==> src/hw/rtl/tia_pkg.sv <==
// Shared constants, codes and types of the table index allocator.
`default_nettype none
package tia_pkg;

    localparam int NUM_ENTRIES = 64;
    localparam int IDX_W       = $clog2(NUM_ENTRIES);
    localparam int LIM_W       = $clog2(NUM_ENTRIES + 1);
    localparam int CFG_W       = 7;
    localparam int REQ_IDX_W   = 8;
    localparam int GRANT_W     = 6;
    localparam int STATUS_W    = 3;
    localparam int SEL_W       = (LIM_W > REQ_IDX_W) ? LIM_W : REQ_IDX_W;

    localparam logic [CFG_W-1:0] MAX_ENTRIES_RST = CFG_W'(64);

    typedef enum logic [1:0] {
        REQ_ALLOC   = 2'd0,
        REQ_FREE    = 2'd1,
        REQ_ENABLE  = 2'd2,
        REQ_DISABLE = 2'd3
    } req_type_t;

    typedef enum logic [STATUS_W-1:0] {
        ST_OK        = 3'd0,
        ST_INVALID   = 3'd1,
        ST_IN_USE    = 3'd2,
        ST_FULL      = 3'd3,
        ST_EQ_NEEDED = 3'd4
    } status_t;

    typedef enum logic [2:0] {
        CELL_NOP,
        CELL_LOAD,
        CELL_SHIFT,
        CELL_CLAIM,
        CELL_FREE,
        CELL_EN_SET,
        CELL_EN_CLR
    } cell_op_t;

    typedef enum logic [1:0] {
        S_IDLE,
        S_EXEC,
        S_SCAN,
        S_EMIT
    } state_t;

    // Command broadcast to every cell of the row
    typedef struct packed {
        cell_op_t          op;
        logic [SEL_W-1:0]  sel;
    } cell_cmd_t;

    // OR-reduced answers of the row
    typedef struct packed {
        logic sel_in_use;
        logic sel_en;
        logic tok_free;
    } cell_sum_t;

endpackage
`default_nettype wire

==> src/hw/rtl/tia_if.sv <==
// Request and response channel interfaces of the table index allocator.
`default_nettype none
interface tia_req_if;
    logic       valid;
    logic       ready;
    logic [1:0] req_type;
    logic       req_any;
    logic [7:0] req_index;
    logic       flow_ctrl;
    logic       has_eq;
    logic       lists_busy;

    modport source (
        output valid, req_type, req_any, req_index, flow_ctrl, has_eq, lists_busy,
        input  ready
    );
    modport sink (
        input  valid, req_type, req_any, req_index, flow_ctrl, has_eq, lists_busy,
        output ready
    );
endinterface

interface tia_rsp_if;
    logic       valid;
    logic       ready;
    logic [2:0] status;
    logic [5:0] grant_index;
    logic       entry_enabled;

    modport source (
        output valid, status, grant_index, entry_enabled,
        input  ready
    );
    modport sink (
        input  valid, status, grant_index, entry_enabled,
        output ready
    );
endinterface
`default_nettype wire

==> src/hw/rtl/tia_ctrl.sv <==
// Request sequencer: decodes items, drives the cell row, holds the output register.
`default_nettype none
module tia_ctrl (
    input  wire logic                      clk,
    input  wire logic                      rst_n,
    tia_req_if.sink                        req,
    tia_rsp_if.source                      rsp,
    input  wire logic [tia_pkg::LIM_W-1:0] lim,
    input  wire tia_pkg::cell_sum_t        sum,
    output tia_pkg::cell_cmd_t             cmd
);
    import tia_pkg::*;

    state_t               state_reg, state_next;

    // captured item
    req_type_t            r_type_reg;
    logic                 r_any_reg;
    logic [REQ_IDX_W-1:0] r_index_reg;
    logic                 r_fc_reg;
    logic                 r_eq_reg;
    logic                 r_busy_reg;

    logic [IDX_W-1:0]     last_reg, last_next;
    logic                 granted_reg, granted_next;
    logic [IDX_W-1:0]     pos_reg, pos_next;
    logic [LIM_W-1:0]     cnt_reg, cnt_next;

    status_t              res_status_reg, res_status_next;
    logic [GRANT_W-1:0]   res_grant_reg, res_grant_next;
    logic                 res_en_reg, res_en_next;

    logic                 out_valid_reg, out_valid_next;
    status_t              out_status_reg, out_status_next;
    logic [GRANT_W-1:0]   out_grant_reg, out_grant_next;
    logic                 out_en_reg, out_en_next;

    logic                 idx_valid;
    logic                 rd_en;
    logic [LIM_W-1:0]     last_plus1;
    logic [LIM_W-1:0]     pos_plus1;
    logic [LIM_W-1:0]     cnt_plus1;
    logic [IDX_W-1:0]     scan_start;

    assign req.ready         = (state_reg == S_IDLE);
    assign rsp.valid         = out_valid_reg;
    assign rsp.status        = out_status_reg;
    assign rsp.grant_index   = out_grant_reg;
    assign rsp.entry_enabled = out_en_reg;

    assign idx_valid  = (SEL_W'(r_index_reg) < SEL_W'(lim));
    assign rd_en      = idx_valid && sum.sel_en;
    assign last_plus1 = LIM_W'(last_reg) + LIM_W'(1);
    assign pos_plus1  = LIM_W'(pos_reg) + LIM_W'(1);
    assign cnt_plus1  = cnt_reg + LIM_W'(1);
    assign scan_start = (granted_reg && (last_plus1 < lim)) ? IDX_W'(last_plus1) : '0;

    always_comb
    begin
        state_next      = state_reg;
        last_next       = last_reg;
        granted_next    = granted_reg;
        pos_next        = pos_reg;
        cnt_next        = cnt_reg;
        res_status_next = res_status_reg;
        res_grant_next  = res_grant_reg;
        res_en_next     = res_en_reg;
        out_valid_next  = out_valid_reg && !rsp.ready;
        out_status_next = out_status_reg;
        out_grant_next  = out_grant_reg;
        out_en_next     = out_en_reg;
        cmd.op          = CELL_NOP;
        cmd.sel         = SEL_W'(r_index_reg);

        case (state_reg)
            S_IDLE:
            begin
                if (req.valid)
                    state_next = S_EXEC;
            end

            S_EXEC:
            begin
                state_next      = S_EMIT;
                res_grant_next  = '0;
                if (r_type_reg == REQ_ALLOC)
                begin
                    if (r_fc_reg && !r_eq_reg)
                    begin
                        res_status_next = ST_EQ_NEEDED;
                        res_en_next     = rd_en;
                    end
                    else if (!r_any_reg)
                    begin
                        if (!idx_valid)
                        begin
                            res_status_next = ST_INVALID;
                            res_en_next     = 1'b0;
                        end
                        else if (sum.sel_in_use)
                        begin
                            res_status_next = ST_IN_USE;
                            res_en_next     = sum.sel_en;
                        end
                        else
                        begin
                            cmd.op          = CELL_CLAIM;
                            res_status_next = ST_OK;
                            res_grant_next  = GRANT_W'(r_index_reg);
                            res_en_next     = 1'b1;
                            last_next       = IDX_W'(r_index_reg);
                            granted_next    = 1'b1;
                        end
                    end
                    else if (lim == '0)
                    begin
                        res_status_next = ST_FULL;
                        res_en_next     = 1'b0;
                    end
                    else
                    begin
                        cmd.op     = CELL_LOAD;
                        cmd.sel    = SEL_W'(scan_start);
                        pos_next   = scan_start;
                        cnt_next   = '0;
                        state_next = S_SCAN;
                    end
                end
                else if (!idx_valid || !sum.sel_in_use)
                begin
                    res_status_next = ST_INVALID;
                    res_en_next     = rd_en;
                end
                else
                begin
                    case (r_type_reg)
                        REQ_FREE:
                        begin
                            if (r_busy_reg)
                            begin
                                res_status_next = ST_IN_USE;
                                res_en_next     = sum.sel_en;
                            end
                            else
                            begin
                                cmd.op          = CELL_FREE;
                                res_status_next = ST_OK;
                                res_en_next     = 1'b0;
                            end
                        end
                        REQ_ENABLE:
                        begin
                            cmd.op          = CELL_EN_SET;
                            res_status_next = ST_OK;
                            res_en_next     = 1'b1;
                        end
                        default:
                        begin
                            cmd.op          = CELL_EN_CLR;
                            res_status_next = ST_OK;
                            res_en_next     = 1'b0;
                        end
                    endcase
                end
            end

            S_SCAN:
            begin
                // token sits in the cell at pos_reg
                cmd.sel = SEL_W'(pos_reg);
                if (sum.tok_free)
                begin
                    cmd.op          = CELL_CLAIM;
                    res_status_next = ST_OK;
                    res_grant_next  = GRANT_W'(pos_reg);
                    res_en_next     = 1'b1;
                    last_next       = pos_reg;
                    granted_next    = 1'b1;
                    state_next      = S_EMIT;
                end
                else if (cnt_plus1 >= lim)
                begin
                    res_status_next = ST_FULL;
                    res_grant_next  = '0;
                    res_en_next     = 1'b0;
                    state_next      = S_EMIT;
                end
                else
                begin
                    cmd.op   = CELL_SHIFT;
                    pos_next = (pos_plus1 >= lim) ? '0 : IDX_W'(pos_plus1);
                    cnt_next = cnt_plus1;
                end
            end

            S_EMIT:
            begin
                if (!out_valid_reg || rsp.ready)
                begin
                    out_valid_next  = 1'b1;
                    out_status_next = res_status_reg;
                    out_grant_next  = res_grant_reg;
                    out_en_next     = res_en_reg;
                    state_next      = S_IDLE;
                end
            end

            default: state_next = S_IDLE;
        endcase
    end

    always_ff @(posedge clk or negedge rst_n)
    begin
        if (!rst_n)
        begin
            state_reg     <= S_IDLE;
            last_reg      <= '0;
            granted_reg   <= 1'b0;
            out_valid_reg <= 1'b0;
        end
        else
        begin
            state_reg     <= state_next;
            last_reg      <= last_next;
            granted_reg   <= granted_next;
            out_valid_reg <= out_valid_next;
        end
    end

    always_ff @(posedge clk)
    begin
        if (req.valid && req.ready)
        begin
            r_type_reg  <= req_type_t'(req.req_type);
            r_any_reg   <= req.req_any;
            r_index_reg <= req.req_index;
            r_fc_reg    <= req.flow_ctrl;
            r_eq_reg    <= req.has_eq;
            r_busy_reg  <= req.lists_busy;
        end
        pos_reg        <= pos_next;
        cnt_reg        <= cnt_next;
        res_status_reg <= res_status_next;
        res_grant_reg  <= res_grant_next;
        res_en_reg     <= res_en_next;
        out_status_reg <= out_status_next;
        out_grant_reg  <= out_grant_next;
        out_en_reg     <= out_en_next;
    end

endmodule
`default_nettype wire

==> src/flat_wrapper.sv <==
// flat-port wrapper written by rule: the top's interface ports become plain ports
module tia_ctrl_flat import tia_pkg::*;
  (clk, rst_n, lim, sum, cmd, req_valid, req_req_type, req_req_any, req_req_index, req_flow_ctrl, req_has_eq, req_lists_busy, req_ready, rsp_valid, rsp_status, rsp_grant_index, rsp_entry_enabled, rsp_ready);
  tia_req_if req_i ();
  tia_rsp_if rsp_i ();
  input  wire logic clk;
  input  wire logic rst_n;
  input  wire logic [tia_pkg::LIM_W-1:0] lim;
  input  wire tia_pkg::cell_sum_t sum;
  output tia_pkg::cell_cmd_t cmd;
  input wire logic [$bits(req_i.valid)-1:0] req_valid;
  input wire logic [$bits(req_i.req_type)-1:0] req_req_type;
  input wire logic [$bits(req_i.req_any)-1:0] req_req_any;
  input wire logic [$bits(req_i.req_index)-1:0] req_req_index;
  input wire logic [$bits(req_i.flow_ctrl)-1:0] req_flow_ctrl;
  input wire logic [$bits(req_i.has_eq)-1:0] req_has_eq;
  input wire logic [$bits(req_i.lists_busy)-1:0] req_lists_busy;
  output wire logic [$bits(req_i.ready)-1:0] req_ready;
  output wire logic [$bits(rsp_i.valid)-1:0] rsp_valid;
  output wire logic [$bits(rsp_i.status)-1:0] rsp_status;
  output wire logic [$bits(rsp_i.grant_index)-1:0] rsp_grant_index;
  output wire logic [$bits(rsp_i.entry_enabled)-1:0] rsp_entry_enabled;
  input wire logic [$bits(rsp_i.ready)-1:0] rsp_ready;
  assign req_i.valid = req_valid;
  assign req_i.req_type = req_req_type;
  assign req_i.req_any = req_req_any;
  assign req_i.req_index = req_req_index;
  assign req_i.flow_ctrl = req_flow_ctrl;
  assign req_i.has_eq = req_has_eq;
  assign req_i.lists_busy = req_lists_busy;
  assign req_ready = req_i.ready;
  assign rsp_valid = rsp_i.valid;
  assign rsp_status = rsp_i.status;
  assign rsp_grant_index = rsp_i.grant_index;
  assign rsp_entry_enabled = rsp_i.entry_enabled;
  assign rsp_i.ready = rsp_ready;
  tia_ctrl u_core (.clk(clk), .rst_n(rst_n), .req(req_i), .rsp(rsp_i), .lim(lim), .sum(sum), .cmd(cmd));
endmodule
==> config.mk <==
export PLATFORM = sky130hd
export DESIGN_NAME = tia_ctrl_flat
export DESIGN_NICKNAME = d
export VERILOG_FILES = /design/src/hw/rtl/tia_pkg.sv /design/src/hw/rtl/tia_if.sv /design/src/hw/rtl/tia_ctrl.sv /design/src/flat_wrapper.sv
export SDC_FILE = /design/constraint.sdc
export NUM_CORES = 1
export LEC_CHECK = 0
export BUFFER_PORTS_ARGS = -buffer_cell sky130_fd_sc_hd__buf_2
export CORE_ASPECT_RATIO = 1.25
export CORE_MARGIN = 5
export CORE_UTILIZATION = 50
export CTS_CLUSTER_SIZE = 20
export DETAILED_ROUTE_END_ITERATION = 8
export PLACE_DENSITY = 0.68
export SLEW_MARGIN = 20
export SYNTH_ARGS = -nofsm -noshare
export SYNTH_HDL_FRONTEND = slang
export SYNTH_SLANG_ARGS = --single-unit
==> constraint.sdc <==
create_clock -name clk -period 7.89 [get_ports clk]
set_clock_uncertainty 0.05 [all_clocks]
set_input_delay 1.1835 -clock clk [delete_from_list [all_inputs] [get_ports clk]]
set_output_delay 1.1835 -clock clk [all_outputs]
set_load 0.02 [all_outputs]
==> metrics.csv <==
metric,value,unit
netlist_area,3720,um^2
rr_startpoint,u_core.cnt_reg[0],
globalplace.congestion,0.876,
cts_sinks,57,
drtPass1Iterations,5,
crit_family,compound AO/OA/AOI/OAI gates,
powerDensity,445,nW/um^2
io_buffer_count,50,
diodes,0,
insertion_delay,0.34,ns
yosysTopAreaCell,edfxtp_1,
end_kind,output pin,
cts_tree,done,
grt_max_degree,24,
synthTopCellsByArea,"edfxtp_1, ha_1, dfrtp_1",
cp.arrival,3.06,ns
cts_root_buf,clkbuf_8,
drv_cap,0,
synth_top_cells_by_count,"edfxtp_1, ha_1, inv_1, nand3_1, nand2_1",
cts_setup_buffers,0,
maxSlewViolCount,0,
crit_chain,ha_1 > xnor2_1 > inv_1 > ha_1 > a21oi_1 > o21ai_0 > a21oi_1 > o211ai_2 > o221ai_2 > buf_2,
synth.avg_cell_area,10.7,um^2
yosysTopAreaCellShare,37.9,%
io-pin-count,51,
path_clk_slew,0.07,ns
fin_crit,4.29,ns
drt_iter0_drc,198,
grt_pass1_wl,14.1,mm
critPathMaxStageDelay,0.50,ns
dieArea,9280,um^2
hold_violations,0,
critPathBufInv,2,
syn_nets,413,
leakage,1.78,nW
nets,461,
status,finished clean,
min_path_cells,0,
startpoint_type,flip-flop,
synthArstFlopShare,17.5,%
fp.dieW,87.1,um
setup_tns,0,ns
antenna_found_initial,0,
criticalPathCategory,reg -> out,
max_freq,233,MHz
finalSetupViolations,0,
initial_utilization,50.9,%
hpwl,6.61,mm
worst_r2r_endpoint,u_core.pos_reg[5],
fin_total_pwr,1.89,mW
largest_reg_flops,8,
vdd.ir_drop.worst,0.252,mV
h-tree-depth,3,
r2r_setup_slack,4.81,ns
synth-seq-cells,57,
seq_area_frac_synth,44.7,%
via_per_inst,5.80,
area_growth,14.2,%
dieHeight,106,um
worstPathRequired,6.66,ns
wl,8.62,mm
ctsResizeCount,0,
hold_end,u_core.rsp.grant_index[5],
postCtsHoldBufs,0,
grt_use_total,19.7,%
path_max_fanout,8,
rsz0062_at_grt,false,
maxSlewHeadroom,45.0,%
clk_path_buf_depth,2,
cts_made_buffers,9,
synth_most_common_cell,edfxtp_1,
synth_cells,348,
max_slew.worst_pin.slew,0.825,ns
avgRoutedWirePerCell,17.5,um
synth_warnings,0,
grt_overflow_total,0,
synth_ff_type,edfxtp_1,
hold_path.startpoint,u_core.res_grant_reg[5],
remaining_drc_errors,0,
worstRegToRegCells,8,
slowest_stage,dfrtp_1,
ant_nets,0,
hold_class,reg -> reg,
synth_cell_type_count,47,
synth_edf_count,47,
core,7310,um^2
num_rows,35,
drive_gt1_share,22.4,%
period_share,54.4,%
grt_pass1_vias,2791,
num_vias,2858,
[worst register-to-register path: stages (launching register included)]
cell and delay [ns]:
edfxtp_1 0.48, ha_1 0.29, xor2_1 0.23, ha_1 0.28, a21o_1 0.16, a31oi_1 0.18
o211ai_1 0.29, o21ai_0 0.23, and2_1 0.52
[power by group]
part	switching, mW	leakage, nW	internal [mW]
Clock	0.130	0.110	0.180
Combinational	0.590	1.11	0.368
Sequential	0.107	0.563	0.516
Total	0.827	1.78	1.06
[logic make-up after synthesis]
family | after synthesis | share of synthesized area (%)
fa+ha+maj | 37 | 12.4
compound gates | 69 | 15.5
flops | 57 | 44.7
simple gates | 121 | 17.3
xor+xnor | 13 | 3.06
mux | 7 | 2.12
buf+inv | 44 | 4.91
[layout make-up]
type	instances	area, um^2
Inverter	30	113
Clock inverter	7	103
Sequential cell	57	1660
Clock buffer	9	124
Multi-Input combinational cell	247	1880
Tap cell	92	115
Fill cell	640	3060
Timing Repair Buffer	51	258
[per-layer routing]
layer	wire length, um	GRT usage (%)	part of all wire, %	vias to the layer above
li1	-	-	-	1396
met1	3670	26.3	43	1357
met3	447	3.80	5.2	19
met5	0	0	0	-
met2	4300	31.5	50	86
met4	203	7.46	2.4	0
[layout by cell type, fill, tap and decap left out, drive strengths merged, types with 4 or more instances in the layout]
| cell type | Yosys | final |
|---|---|---|
| clkinv | 1 | 4 |
| nand3b | 4 | 4 |
| xor2 | 6 | 6 |
| nand3 | 26 | 26 |
| o22ai | 6 | 6 |
| a21oi | 8 | 8 |
| edfxtp | 47 | 47 |
| a221oi | 6 | 6 |
| nor2 | 16 | 16 |
| clkbuf | 9 | 9 |
| mux2 | 7 | 7 |
| ha | 37 | 37 |
| a32o | 7 | 7 |
| xnor2 | 7 | 7 |
| and2 | 19 | 19 |
| dfrtp | 10 | 10 |
| o221ai | 6 | 6 |
| a21o | 6 | 6 |
| nand4 | 4 | 4 |
| inv | 29 | 30 |
| a31oi | 7 | 7 |
| or3 | 8 | 8 |
| o21ai | 7 | 7 |
| o211ai | 4 | 4 |
| nor2b | 4 | 4 |
| nand2 | 24 | 24 |
| nand2b | 9 | 9 |
| buf | 5 | 51 |
[how the worst max path moves through the flow]
stage	startpoint	endpoint	slack, ns	cells after the start
2_1_floorplan	lim[6]	cmd[10]	3.70	7
3_3_place_gp	lim[2]	cmd[8]	3.69	10
3_5_place_dp	lim[6]	cmd[8]	3.63	10
4_1_cts	u_core.last_reg[0]	cmd[0]	3.61	10
5_1_grt	u_core.last_reg[0]	cmd[0]	3.38	10
6_report	u_core.last_reg[0]	cmd[0]	3.60	10
[through the flow]
step           util (%)  setup WS [ns]  hold slack, ns  std cells  instance area [um^2]
2_1_floorplan         -           3.70           0.350        348                  3720
3_3_place_gp       55.0           3.69           0.353        477                  4020
3_5_place_dp       55.0           3.63           0.355        477                  4020
4_1_cts            58.1           3.61           0.373        493                  4250
5_1_grt            58.1           3.38           0.379        493                  4250
6_report           58.1           3.60           0.371        493                  4250
(Power assumes the default switching activity.)
