==> src/hw/rtl/tia_pkg.sv <==
// Shared constants, codes and types of the table index allocator.
`default_nettype none
package tia_pkg;

    localparam int NUM_ENTRIES = 64;
    localparam int IDX_W       = $clog2(NUM_ENTRIES);
    localparam int LIM_W       = $clog2(NUM_ENTRIES + 1);
    localparam int CFG_W       = 7;
    localparam int REQ_IDX_W   = 8;
    localparam int GRANT_W     = 6;
    localparam int STATUS_W    = 3;
    localparam int SEL_W       = (LIM_W > REQ_IDX_W) ? LIM_W : REQ_IDX_W;

    localparam logic [CFG_W-1:0] MAX_ENTRIES_RST = CFG_W'(64);

    typedef enum logic [1:0] {
        REQ_ALLOC   = 2'd0,
        REQ_FREE    = 2'd1,
        REQ_ENABLE  = 2'd2,
        REQ_DISABLE = 2'd3
    } req_type_t;

    typedef enum logic [STATUS_W-1:0] {
        ST_OK        = 3'd0,
        ST_INVALID   = 3'd1,
        ST_IN_USE    = 3'd2,
        ST_FULL      = 3'd3,
        ST_EQ_NEEDED = 3'd4
    } status_t;

    typedef enum logic [2:0] {
        CELL_NOP,
        CELL_LOAD,
        CELL_SHIFT,
        CELL_CLAIM,
        CELL_FREE,
        CELL_EN_SET,
        CELL_EN_CLR
    } cell_op_t;

    typedef enum logic [1:0] {
        S_IDLE,
        S_EXEC,
        S_SCAN,
        S_EMIT
    } state_t;

    // Command broadcast to every cell of the row
    typedef struct packed {
        cell_op_t          op;
        logic [SEL_W-1:0]  sel;
    } cell_cmd_t;

    // OR-reduced answers of the row
    typedef struct packed {
        logic sel_in_use;
        logic sel_en;
        logic tok_free;
    } cell_sum_t;

endpackage
`default_nettype wire

==> src/hw/rtl/tia_cell.sv <==
// One table slot: in-use and enable bits plus the search token stage.
`default_nettype none
module tia_cell (
    input  wire logic                      clk,
    input  wire logic                      rst_n,
    input  wire logic [tia_pkg::IDX_W-1:0] cell_idx,
    input  wire logic [tia_pkg::LIM_W-1:0] lim,
    input  wire tia_pkg::cell_cmd_t        cmd,
    input  wire logic                      tok_in,
    output logic                           tok_fwd,
    output logic                           tok_wrap,
    output logic                           sel_in_use,
    output logic                           sel_en,
    output logic                           tok_free
);
    import tia_pkg::*;

    logic             in_use_reg, in_use_next;
    logic             en_reg, en_next;
    logic             tok_reg, tok_next;
    logic             match;
    logic [LIM_W-1:0] idx_plus1;

    assign match     = (cmd.sel == SEL_W'(cell_idx));
    assign idx_plus1 = LIM_W'(cell_idx) + LIM_W'(1);

    // token goes to the next cell, or back to slot 0 from the last slot below the limit
    assign tok_fwd    = tok_reg && (idx_plus1 < lim);
    assign tok_wrap   = tok_reg && (idx_plus1 >= lim);
    assign sel_in_use = match && in_use_reg;
    assign sel_en     = match && en_reg;
    assign tok_free   = tok_reg && !in_use_reg;

    always_comb
    begin
        in_use_next = in_use_reg;
        en_next     = en_reg;
        tok_next    = 1'b0;
        case (cmd.op)
            CELL_LOAD:   tok_next = match;
            CELL_SHIFT:  tok_next = tok_in;
            CELL_CLAIM:
            begin
                if (match)
                begin
                    in_use_next = 1'b1;
                    en_next     = 1'b1;
                end
            end
            CELL_FREE:
            begin
                if (match)
                begin
                    in_use_next = 1'b0;
                    en_next     = 1'b0;
                end
            end
            CELL_EN_SET:
            begin
                if (match)
                    en_next = 1'b1;
            end
            CELL_EN_CLR:
            begin
                if (match)
                    en_next = 1'b0;
            end
            default: ;
        endcase
    end

    always_ff @(posedge clk or negedge rst_n)
    begin
        if (!rst_n)
        begin
            in_use_reg <= 1'b0;
            en_reg     <= 1'b0;
            tok_reg    <= 1'b0;
        end
        else
        begin
            in_use_reg <= in_use_next;
            en_reg     <= en_next;
            tok_reg    <= tok_next;
        end
    end

endmodule
`default_nettype wire

==> config.mk <==
export PLATFORM = sky130hd
export DESIGN_NAME = tia_cell
export DESIGN_NICKNAME = d
export VERILOG_FILES = /design/src/hw/rtl/tia_pkg.sv /design/src/hw/rtl/tia_cell.sv
export SDC_FILE = /design/constraint.sdc
export NUM_CORES = 1
export LEC_CHECK = 0
export BUFFER_PORTS_ARGS = -buffer_cell sky130_fd_sc_hd__buf_4
export CAP_MARGIN = 20
export CORE_MARGIN = 3
export CORE_UTILIZATION = 30
export CTS_CLUSTER_DIAMETER = 40
export DETAILED_ROUTE_END_ITERATION = 10
export GPL_ROUTABILITY_DRIVEN = 0
export PLACE_DENSITY = 0.6
export SLEW_MARGIN = 20
export SYNTH_ARGS = -nofsm -noshare
export SYNTH_HDL_FRONTEND = slang
export SYNTH_SLANG_ARGS = --single-unit
==> constraint.sdc <==
create_clock -name clk -period 2.65 [get_ports clk]
set_input_delay 0.1325 -clock clk [delete_from_list [all_inputs] [get_ports clk]]
set_output_delay 0.1325 -clock clk [all_outputs]
set_load 0.005 [all_outputs]
==> flow_metrics.py, run 1 <==
metrics = {
    "run_status": {
        "status": "finished, final reports clean",
    },
    "cts": {
        "htreeDepth": 1,
        "cts-root-buf": "clkbuf_4",
        "clk_latency_ns": 0.23,
        "cts-buffers-inserted": 3,
        "cts.sink_count": 3,
        "clk_pin_slew_ns": 0.04,
        "post-cts-setup-buffers": 0,
        "cts_tree": "done",
        "clockBufferDepth": 2,
    },
    "routing": {
        "ant_nets": 0,
        "num_vias": 557,
        "routed_wl_um": 1289,
        "viasPerCell": 4.456,
        "drt_first_pass_iters": 4,
        "drt_iter0_drc": 6,
        "avgRoutedWirePerCell_um": 10.31,
        "remaining_drc_errors": 0,
    },
    "power": {
        "finalPower_mw": 0.2236,
        "p_leak_nw": 0.4400,
        "ir_drop_mv": 0.1906,
        "combinationalPowerShare": 0.430,
        "clockPowerShare": 0.360,
        "switching_share": 0.2960,
        "p_sw_mw": 0.06617,
        "powerDensity_nw_per_um2": 267.9,
        "p_int_mw": 0.1574,
        "p_seq_frac": 0.210,
    },
    "logic_synthesis": {
        "avgSynthCellArea_um2": 8.239,
        "synthFlopType": "dfrtp_1",
        "seq_area_frac_synth": 0.1402,
        "synth-seq-cells": 3,
        "synth_edf_count": 0,
        "synth_cells": 65,
        "synthArstFlopShare": 1.000,
        "yosysWarnings": 0,
        "synthesis.nets": 100,
        "ys_types": 25,
        "synthesis.area_um2": 535.5,
    },
    "global_routing": {
        "antenna_found_initial": 0,
        "first_global_vias": 505,
        "grt_pass1_wl_um": 1890,
        "grt_max_degree": 8,
        "track_usage": 0.1158,
        "grt_overflow": 0,
    },
    "timing": {
        "fmax_ghz": 0.5586,
        "min_period_ns": 1.790,
        "finalHoldViolCount": 0,
        "slew_headroom": 0.7399,
        "grt_setup_unrepaired": "no",
        "tightest_slew_ns": 0.3873,
        "fin_hold_ws_ns": 0.09245,
        "finalCritPeriodShare": 0.6755,
        "setup_viol": 0,
        "drv_slew": 0,
        "skew_ns": 0,
        "setup_tns_ns": 0,
    },
    "floorplan": {
        "ioPinCount": 32,
        "die_area_um2": 2328,
        "coreArea_um2": 1594,
        "die_h_um": 48.25,
        "rows": 14,
        "initial_utilization": 0.3359,
        "die_x_um": 48.25,
    },
    "worst_setup_path": {
        "worstSetupStartpointType": "input port",
        "cp-end-kind": "output pin",
        "crit_type": "input port to output pin",
        "critPathMaxFanout": 5,
        "cp.arrival_ns": 1.66,
        "required_ns": 2.52,
    },
    "finish": {
        "finalNonFillerCells": 125,
        "fillers": 159,
        "drive_gt1_frac": 0.3960,
        "areaGrowthSynthToFinish_pct": 55.84,
        "diodes": 0,
        "fin_nets": 137,
    },
    "placed_design": {
        "io_buffers": 31,
        "dp_cells": 120,
    },
    "min_path": {
        "hold_class": "input port to register",
    },
    "flow_run": {
        "drv_cap": 0,
    },
}
[worst max-delay path, cell delays in order]
cell      delay [ns]
buf_4           0.13
ha_1            0.29
ha_1            0.29
nor2b_1         0.13
o21ai_0         0.19
a21boi_0        0.12
o21bai_1        0.12
a21boi_0        0.09
buf_4           0.15
[cell usage in the layout, fill, tap and decap left out, types with 2 or more instances in the layout]
cell type	count
and2_2	2
nor2b_1	2
xor2_2	2
a31oi_1	2
xor2_1	2
ha_1	8
a21boi_0	2
inv_1	9
nand3_1	6
a21oi_1	5
dfrtp_1	3
clkbuf_4	3
xnor2_1	6
buf_4	31
nor2_1	4
[cells in the mapped netlist (2+ instances only)]
| library cell | instances | area (µm²) |
|---|---|---|
| inv_1 | 9 | 33.78 |
| ha_1 | 8 | 100.1 |
| nand3_1 | 6 | 30.03 |
| xnor2_1 | 6 | 52.55 |
| a21oi_1 | 5 | 25.02 |
| nor2_1 | 4 | 15.01 |
| dfrtp_1 | 3 | 75.07 |
| a21boi_0 | 2 | 15.01 |
| a31oi_1 | 2 | 12.51 |
| and2_2 | 2 | 15.01 |
| nor2b_1 | 2 | 12.51 |
| xor2_1 | 2 | 17.52 |
| xor2_2 | 2 | 32.53 |
[stage by stage]
step | cell area [µm²] | util | setup slack (ns)
2_1_floorplan | 535.5 | - | 1.197
3_3_place_gp | 798.3 | 0.5008 | 0.8882
3_5_place_dp | 798.3 | 0.5008 | 0.8427
4_1_cts | 834.6 | 0.5235 | 0.8411
5_1_grt | 834.6 | 0.5235 | 0.6898
6_report | 834.6 | 0.5235 | 0.8599
[cell type report]
type,instances,area [µm²],share of cell area
Clock buffer,4,26.28,0.03148
Multi-Input combinational cell,53,426.7,0.5112
Sequential cell,3,75.07,0.08996
Tap cell,24,30.03,0.03598
Timing Repair Buffer,32,242.7,0.2909
Inverter,9,33.78,0.04048
[timing repair]
action                     4_1_cts  5_1_grt
hold endpoints to repair         3        0
hold buffers                     1        0
setup endpoints to repair        0        0
gates resized for setup          0        0
[power groups by stage]
stage / Clock, mW / Combinational [mW] / Sequential, mW
3_3_place_gp: 0 / 0.0949 / 0.0475
6_report: 0.0805 / 0.0961 / 0.0470
4_1_cts: 0.0849 / 0.0976 / 0.0470
5_1_grt: 0.0873 / 0.107 / 0.0470
2_1_floorplan: 0 / 0.0474 / 0.0475
3_5_place_dp: 0 / 0.0959 / 0.0476
[routing by layer]
metal	vias to the layer above	track usage	wire length, µm
met4	0	0.06452	0
met5	-	0	0
met1	235	0.1448	593
met2	22	0.1927	589
li1	300	-	-
met3	0	0.01107	106
[cell families (layout without fill, tap and decap cells)]
group / Yosys count / in the layout / share of synthesized area
simple gates: 20 / 20 / 0.2313
compound gates: 15 / 15 / 0.1869
xor+xnor: 10 / 10 / 0.1916
buf+inv: 9 / 45 / 0.06308
fa+ha+maj: 8 / 8 / 0.1869
flops: 3 / 3 / 0.1402
[final timing paths]
| check | cells after the start | slack [ns] | endpoint | start |
|---|---|---|---|---|
| worst max register to register | 3 | 1.84 | in_use_reg | in_use_reg |
| max in group asynchronous | 2 | 2.33 | in_use_reg | rst_n |
| worst min-delay path | 2 | 0.09 | tok_reg | cmd[10] |
| min in group asynchronous | 2 | 0.22 | en_reg | rst_n |
| worst min register to register | 2 | 0.59 | in_use_reg | in_use_reg |
| worst max-delay path | 9 | 0.86 | tok_wrap | cell_idx[0] |
No activity file was read; power rests on OpenSTA's default activity.
==> run 2, diff against run 1 <==
==> constraint.sdc (replaced) <==
create_clock -name clk -period 1.69 [get_ports clk]
set_input_delay 0.0845 -clock clk [delete_from_list [all_inputs] [get_ports clk]]
set_output_delay 0.0845 -clock clk [all_outputs]
set_load 0.005 [all_outputs]
==> run 2 against run 1 <==
Sequential power rose by 57%. Global-route usage grew 0.66 points. Worst setup slack got worse by 0.80 ns. Total power up 61%. Wire length is 6.9% higher. Cell count increased by 2.4%. Largest power group unchanged.
==> flow_metrics.py, run 2 (synthesized netlist as in run 1, its figures left out) <==
metrics = {
    "run_status": {
        "status": "finished, final reports clean",
    },
    "global_routing": {
        "grt_max_degree": 8,
        "grt_overflow": 0,
        "first_global_vias": 476,
        "antenna_found_initial": 0,
        "grt_pass1_wl_um": 1973,
        "track_usage": 0.1224,
    },
    "worst_setup_path": {
        "cp.arrival_ns": 1.55,
        "critPathMostFrequentCell": "buf_4",
        "critPathMaxFanout": 3,
        "required_ns": 1.61,
        "worstSetupStartpointType": "input port",
        "path_delay_family": "compound AO/OA/AOI/OAI gates",
        "cp-end-kind": "output pin",
        "slowest_stage": "ha_1",
        "cp_num_cells": 9,
        "max_stage_delay_ns": 0.26,
        "cp_num_buf_inv": 2,
        "worst_r2r_path_depth": 3,
        "crit_chain": "buf_4 -> and3_2 -> nand3_1 -> xnor2_1 -> ha_1 -> a21o_1 -> a21oi_1 -> o211a_1 -> buf_4",
        "crit_type": "input port to output pin",
    },
    "routing": {
        "viasPerCell": 4.656,
        "avgRoutedWirePerCell_um": 10.77,
        "num_vias": 596,
        "routed_wl_um": 1378,
        "drt_first_pass_iters": 4,
        "drt_iter0_drc": 5,
        "ant_nets": 0,
        "remaining_drc_errors": 0,
    },
    "timing": {
        "finalCritPeriodShare": 0.9648,
        "fin_hold_ws_ns": 0.04295,
        "setup_viol": 0,
        "fmax_ghz": 0.6133,
        "setup_tns_ns": 0,
        "min_period_ns": 1.631,
        "drv_slew": 0,
        "tightest_slew_ns": 0.3901,
        "slew_headroom": 0.7380,
        "grt_setup_unrepaired": "no",
        "finalHoldViolCount": 0,
        "skew_ns": 0,
    },
    "power": {
        "ir_drop_mv": 0.3385,
        "finalPower_mw": 0.3600,
        "powerDensity_nw_per_um2": 420.0,
        "p_leak_nw": 0.4548,
    },
    "floorplan": {
        "die_h_um": 48.25,
        "die_area_um2": 2328,
        "die_x_um": 48.25,
        "coreArea_um2": 1594,
        "ioPinCount": 32,
        "rows": 14,
        "initial_utilization": 0.3359,
    },
    "cts": {
        "clk_pin_slew_ns": 0.03,
        "clk_latency_ns": 0.24,
        "cts-root-buf": "clkbuf_4",
        "clockBufferDepth": 2,
        "htreeDepth": 1,
        "cts-buffers-inserted": 3,
        "cts_tree": "done",
        "post-cts-setup-buffers": 0,
        "cts.sink_count": 3,
    },
    "finish": {
        "areaGrowthSynthToFinish_pct": 60.05,
        "fin_nets": 140,
        "fillers": 155,
        "final_cell_mix": "34 x buf_4, 9 x inv_1, 8 x ha_1",
        "mostFrequentLayoutCell": "buf_4",
        "drive_gt1_frac": 0.4135,
        "diodes": 0,
    },
    "placed_design": {
        "io_buffers": 31,
        "place_hpwl_um": 1187,
    },
    "flow_run": {
        "drv_cap": 0,
    },
    "min_path": {
        "min_path_cells": 2,
        "hold_class": "input port to register",
    },
}
-- run 2: cell count changes in the layout (fill, tap and decap cells not counted), sizes merged --
cell / before / now
buf: 31 / 34
-- run 2: path summary, 6_finish.rpt --
check,endpoint,start,slack (ns)
max in group asynchronous,tok_reg,rst_n,1.41
worst max register to register,in_use_reg,in_use_reg,0.86
min in group asynchronous,en_reg,rst_n,0.18
worst min-delay path,tok_reg,cmd[10],0.04
worst min register to register,en_reg,en_reg,0.58
worst max-delay path,tok_fwd,cell_idx[4],0.06
-- run 2: report_power, final --
part | switching, mW | internal (mW) | leakage [nW]
registers | 0.000579 | 0.0731 | 0.0417
logic | 0.0684 | 0.0902 | 0.398
clock network | 0.0391 | 0.0886 | 0.0150
total | 0.108 | 0.252 | 0.455
-- run 2: final cells by class --
cell class	instances	area [µm²]	area share
tap	24	30.03	0.03504
timing repair buffer	35	265.3	0.3095
inverter	9	33.78	0.03942
clock buffer	4	26.28	0.03066
sequential	3	75.07	0.08759
multi-input combinational	53	426.7	0.4978
-- run 2: per-stage QoR --
stage                       util  cells  instance area, µm²  setup WS [ns]
after detailed placement  0.5149    123               820.8        0.02577
after CTS                 0.5377    128               857.1        0.02581
final                     0.5377    128               857.1        0.05945
after floorplan                -     65               535.5         0.3333
after global routing      0.5377    128               857.1     0.00008260
after global placement    0.5149    123               820.8        0.02851
-- run 2: layer usage --
metal	global-route usage	wire length (µm)
met5	0	0
met4	0.04839	8
met2	0.2005	639
met1	0.1486	612
met3	0.03690	117
-- run 2: timing repair --
item,in CTS,in global routing
hold buffers,1,0
gates resized for setup,0,2
endpoints found under the hold margin,3,0
setup endpoints to repair,0,2
==> run 3, diff against run 2 <==
--- a/config.mk
+++ b/config.mk
@@ -8,11 +8,11 @@
 export BUFFER_PORTS_ARGS = -buffer_cell sky130_fd_sc_hd__buf_4
 export CAP_MARGIN = 20
 export CORE_MARGIN = 3
-export CORE_UTILIZATION = 30
+export CORE_UTILIZATION = 41
 export CTS_CLUSTER_DIAMETER = 40
 export DETAILED_ROUTE_END_ITERATION = 10
 export GPL_ROUTABILITY_DRIVEN = 0
-export PLACE_DENSITY = 0.6
+export PLACE_DENSITY = 0.77
 export SLEW_MARGIN = 20
 export SYNTH_ARGS = -nofsm -noshare
 export SYNTH_HDL_FRONTEND = slang
==> run 3 against run 2 <==
Critical path depth is the same. Highest routed layer unchanged. Wire length grew 4.5%. Hold slack lost 0.0051 ns. Clock skew is the same. Sequential share of layout area shrank 0.089 points. Cell count shrank 8.6%. Non-clock buffer count shrank 1. Largest power group unchanged.
==> flow_metrics.py, run 3 (synthesized netlist as in run 1, its figures left out) <==
metrics = {
    "power": {
        "p_leak_nw": 0.4513,
        "finalPower_mw": 0.3735,
        "powerDensity_nw_per_um2": 431.4,
        "ir_drop_mv": 0.4092,
    },
    "floorplan": {
        "initial_utilization": 0.4573,
        "coreArea_um2": 1171,
        "die_h_um": 42.14,
        "die_area_um2": 1776,
        "rows": 12,
        "ioPinCount": 32,
        "die_x_um": 42.14,
    },
    "finish": {
        "areaGrowthSynthToFinish_pct": 61.68,
        "finalNonFillerCells": 117,
        "fin_nets": 139,
        "diodes": 0,
        "final_cell_mix": "33 x buf_4, 9 x inv_1, 6 x nand3_1, 6 x xnor2_1, 6 x ha_1",
        "mostFrequentLayoutCell": "buf_4",
        "drive_gt1_frac": 0.4369,
    },
    "global_routing": {
        "track_usage": 0.1671,
        "first_global_vias": 627,
        "grt_overflow": 0,
        "grt_max_degree": 8,
        "antenna_found_initial": 0,
        "grt_pass1_wl_um": 2339,
    },
    "placed_design": {
        "dp_cells": 112,
        "io_buffers": 31,
        "dp_slack_ns": 0.03154,
        "place_hpwl_um": 1187,
    },
    "worst_setup_path": {
        "worst_r2r_path_depth": 3,
        "required_ns": 1.61,
        "worstSetupStartpointType": "input port",
        "critPathMaxFanout": 4,
        "crit_type": "input port to output pin",
        "cp-end-kind": "output pin",
        "cp.arrival_ns": 1.53,
        "r2r_slack_ns": 0.86,
    },
    "min_path": {
        "hold_class": "input port to register",
        "min_path_cells": 2,
    },
    "routing": {
        "ant_nets": 0,
        "remaining_drc_errors": 0,
        "drt_first_pass_iters": 2,
        "num_vias": 604,
        "drt_iter0_drc": 1,
        "avgRoutedWirePerCell_um": 12.31,
        "viasPerCell": 5.162,
        "routed_wl_um": 1440,
    },
    "timing": {
        "grt_setup_unrepaired": "no",
        "finalHoldViolCount": 0,
        "finalCritPeriodShare": 0.9526,
        "tightest_slew_ns": 0.3928,
        "fin_hold_ws_ns": 0.03784,
        "fmax_ghz": 0.6211,
        "skew_ns": 0,
        "min_period_ns": 1.610,
        "setup_tns_ns": 0,
        "drv_slew": 0,
        "slew_headroom": 0.7361,
        "setup_viol": 0,
        "layout_setup_ws_ns": 0.08004,
    },
    "cts": {
        "cts-root-buf": "clkbuf_4",
        "cts_tree": "done",
        "cts-buffers-inserted": 3,
        "post-cts-setup-buffers": 0,
        "cts.sink_count": 3,
        "clk_latency_ns": 0.24,
        "htreeDepth": 1,
        "clockBufferDepth": 2,
        "clk_pin_slew_ns": 0.03,
    },
    "run_status": {
        "status": "finished, final reports clean",
    },
    "flow_run": {
        "drv_cap": 0,
    },
}
run 3: layout make-up:
type,instances,area (µm²)
fill,92,305.3
multi-input combinational,53,455.4
tap,14,17.52
timing repair buffer,34,257.7
clock buffer,4,26.28
sequential,3,75.07
inverter,9,33.78
run 3: what timing repair did:
| item | CTS | global route |
|---|---|---|
| setup endpoints to repair | 0 | 2 |
| hold buffers | 1 | 0 |
| gates resized for setup | 0 | 6 |
| endpoints found under the hold margin | 3 | 0 |
run 3: power breakdown:
part	switching, mW	internal (mW)	total (mW)	leakage [nW]
sequential	0.000580	0.0731	0.0737	0.0417
combinational	0.0748	0.0958	0.171	0.395
clock	0.0406	0.0887	0.129	0.0150
total	0.116	0.258	0.374	0.451
run 3: through the flow:
step / instance area (µm²) / util
global route: 865.8 / 0.7393
finish: 865.8 / 0.7393
detailed placement: 800.8 / 0.6838
CTS: 837.1 / 0.7147
global placement: 800.8 / 0.6838
floorplan: 535.5 / -
run 3: final timing paths:
kind | startpoint | to
min | cmd[10] | tok_reg
max in group asynchronous | rst_n | in_use_reg
max reg2reg | in_use_reg | in_use_reg
min reg2reg | en_reg | en_reg
max | cell_idx[3] | tok_fwd
min in group asynchronous | rst_n | en_reg
run 3: per-layer routing:
| metal | track usage | up-vias | wire (µm) |
|---|---|---|---|
| met5 | 0 | - | 0 |
| met4 | 0.09317 | 0 | 31 |
| met3 | 0.03433 | 4 | 110 |
| met2 | 0.3148 | 22 | 774 |
| met1 | 0.1671 | 276 | 523 |
| li1 | - | 302 | - |
run 3: critical path, stage by stage:
cell and delay [ns]:
buf_4 0.11, and3_2 0.18, nand3_1 0.09, xnor2_1 0.13, ha_1 0.32, a21o_1 0.20
a21oi_2 0.15, o211a_1 0.16, buf_4 0.10
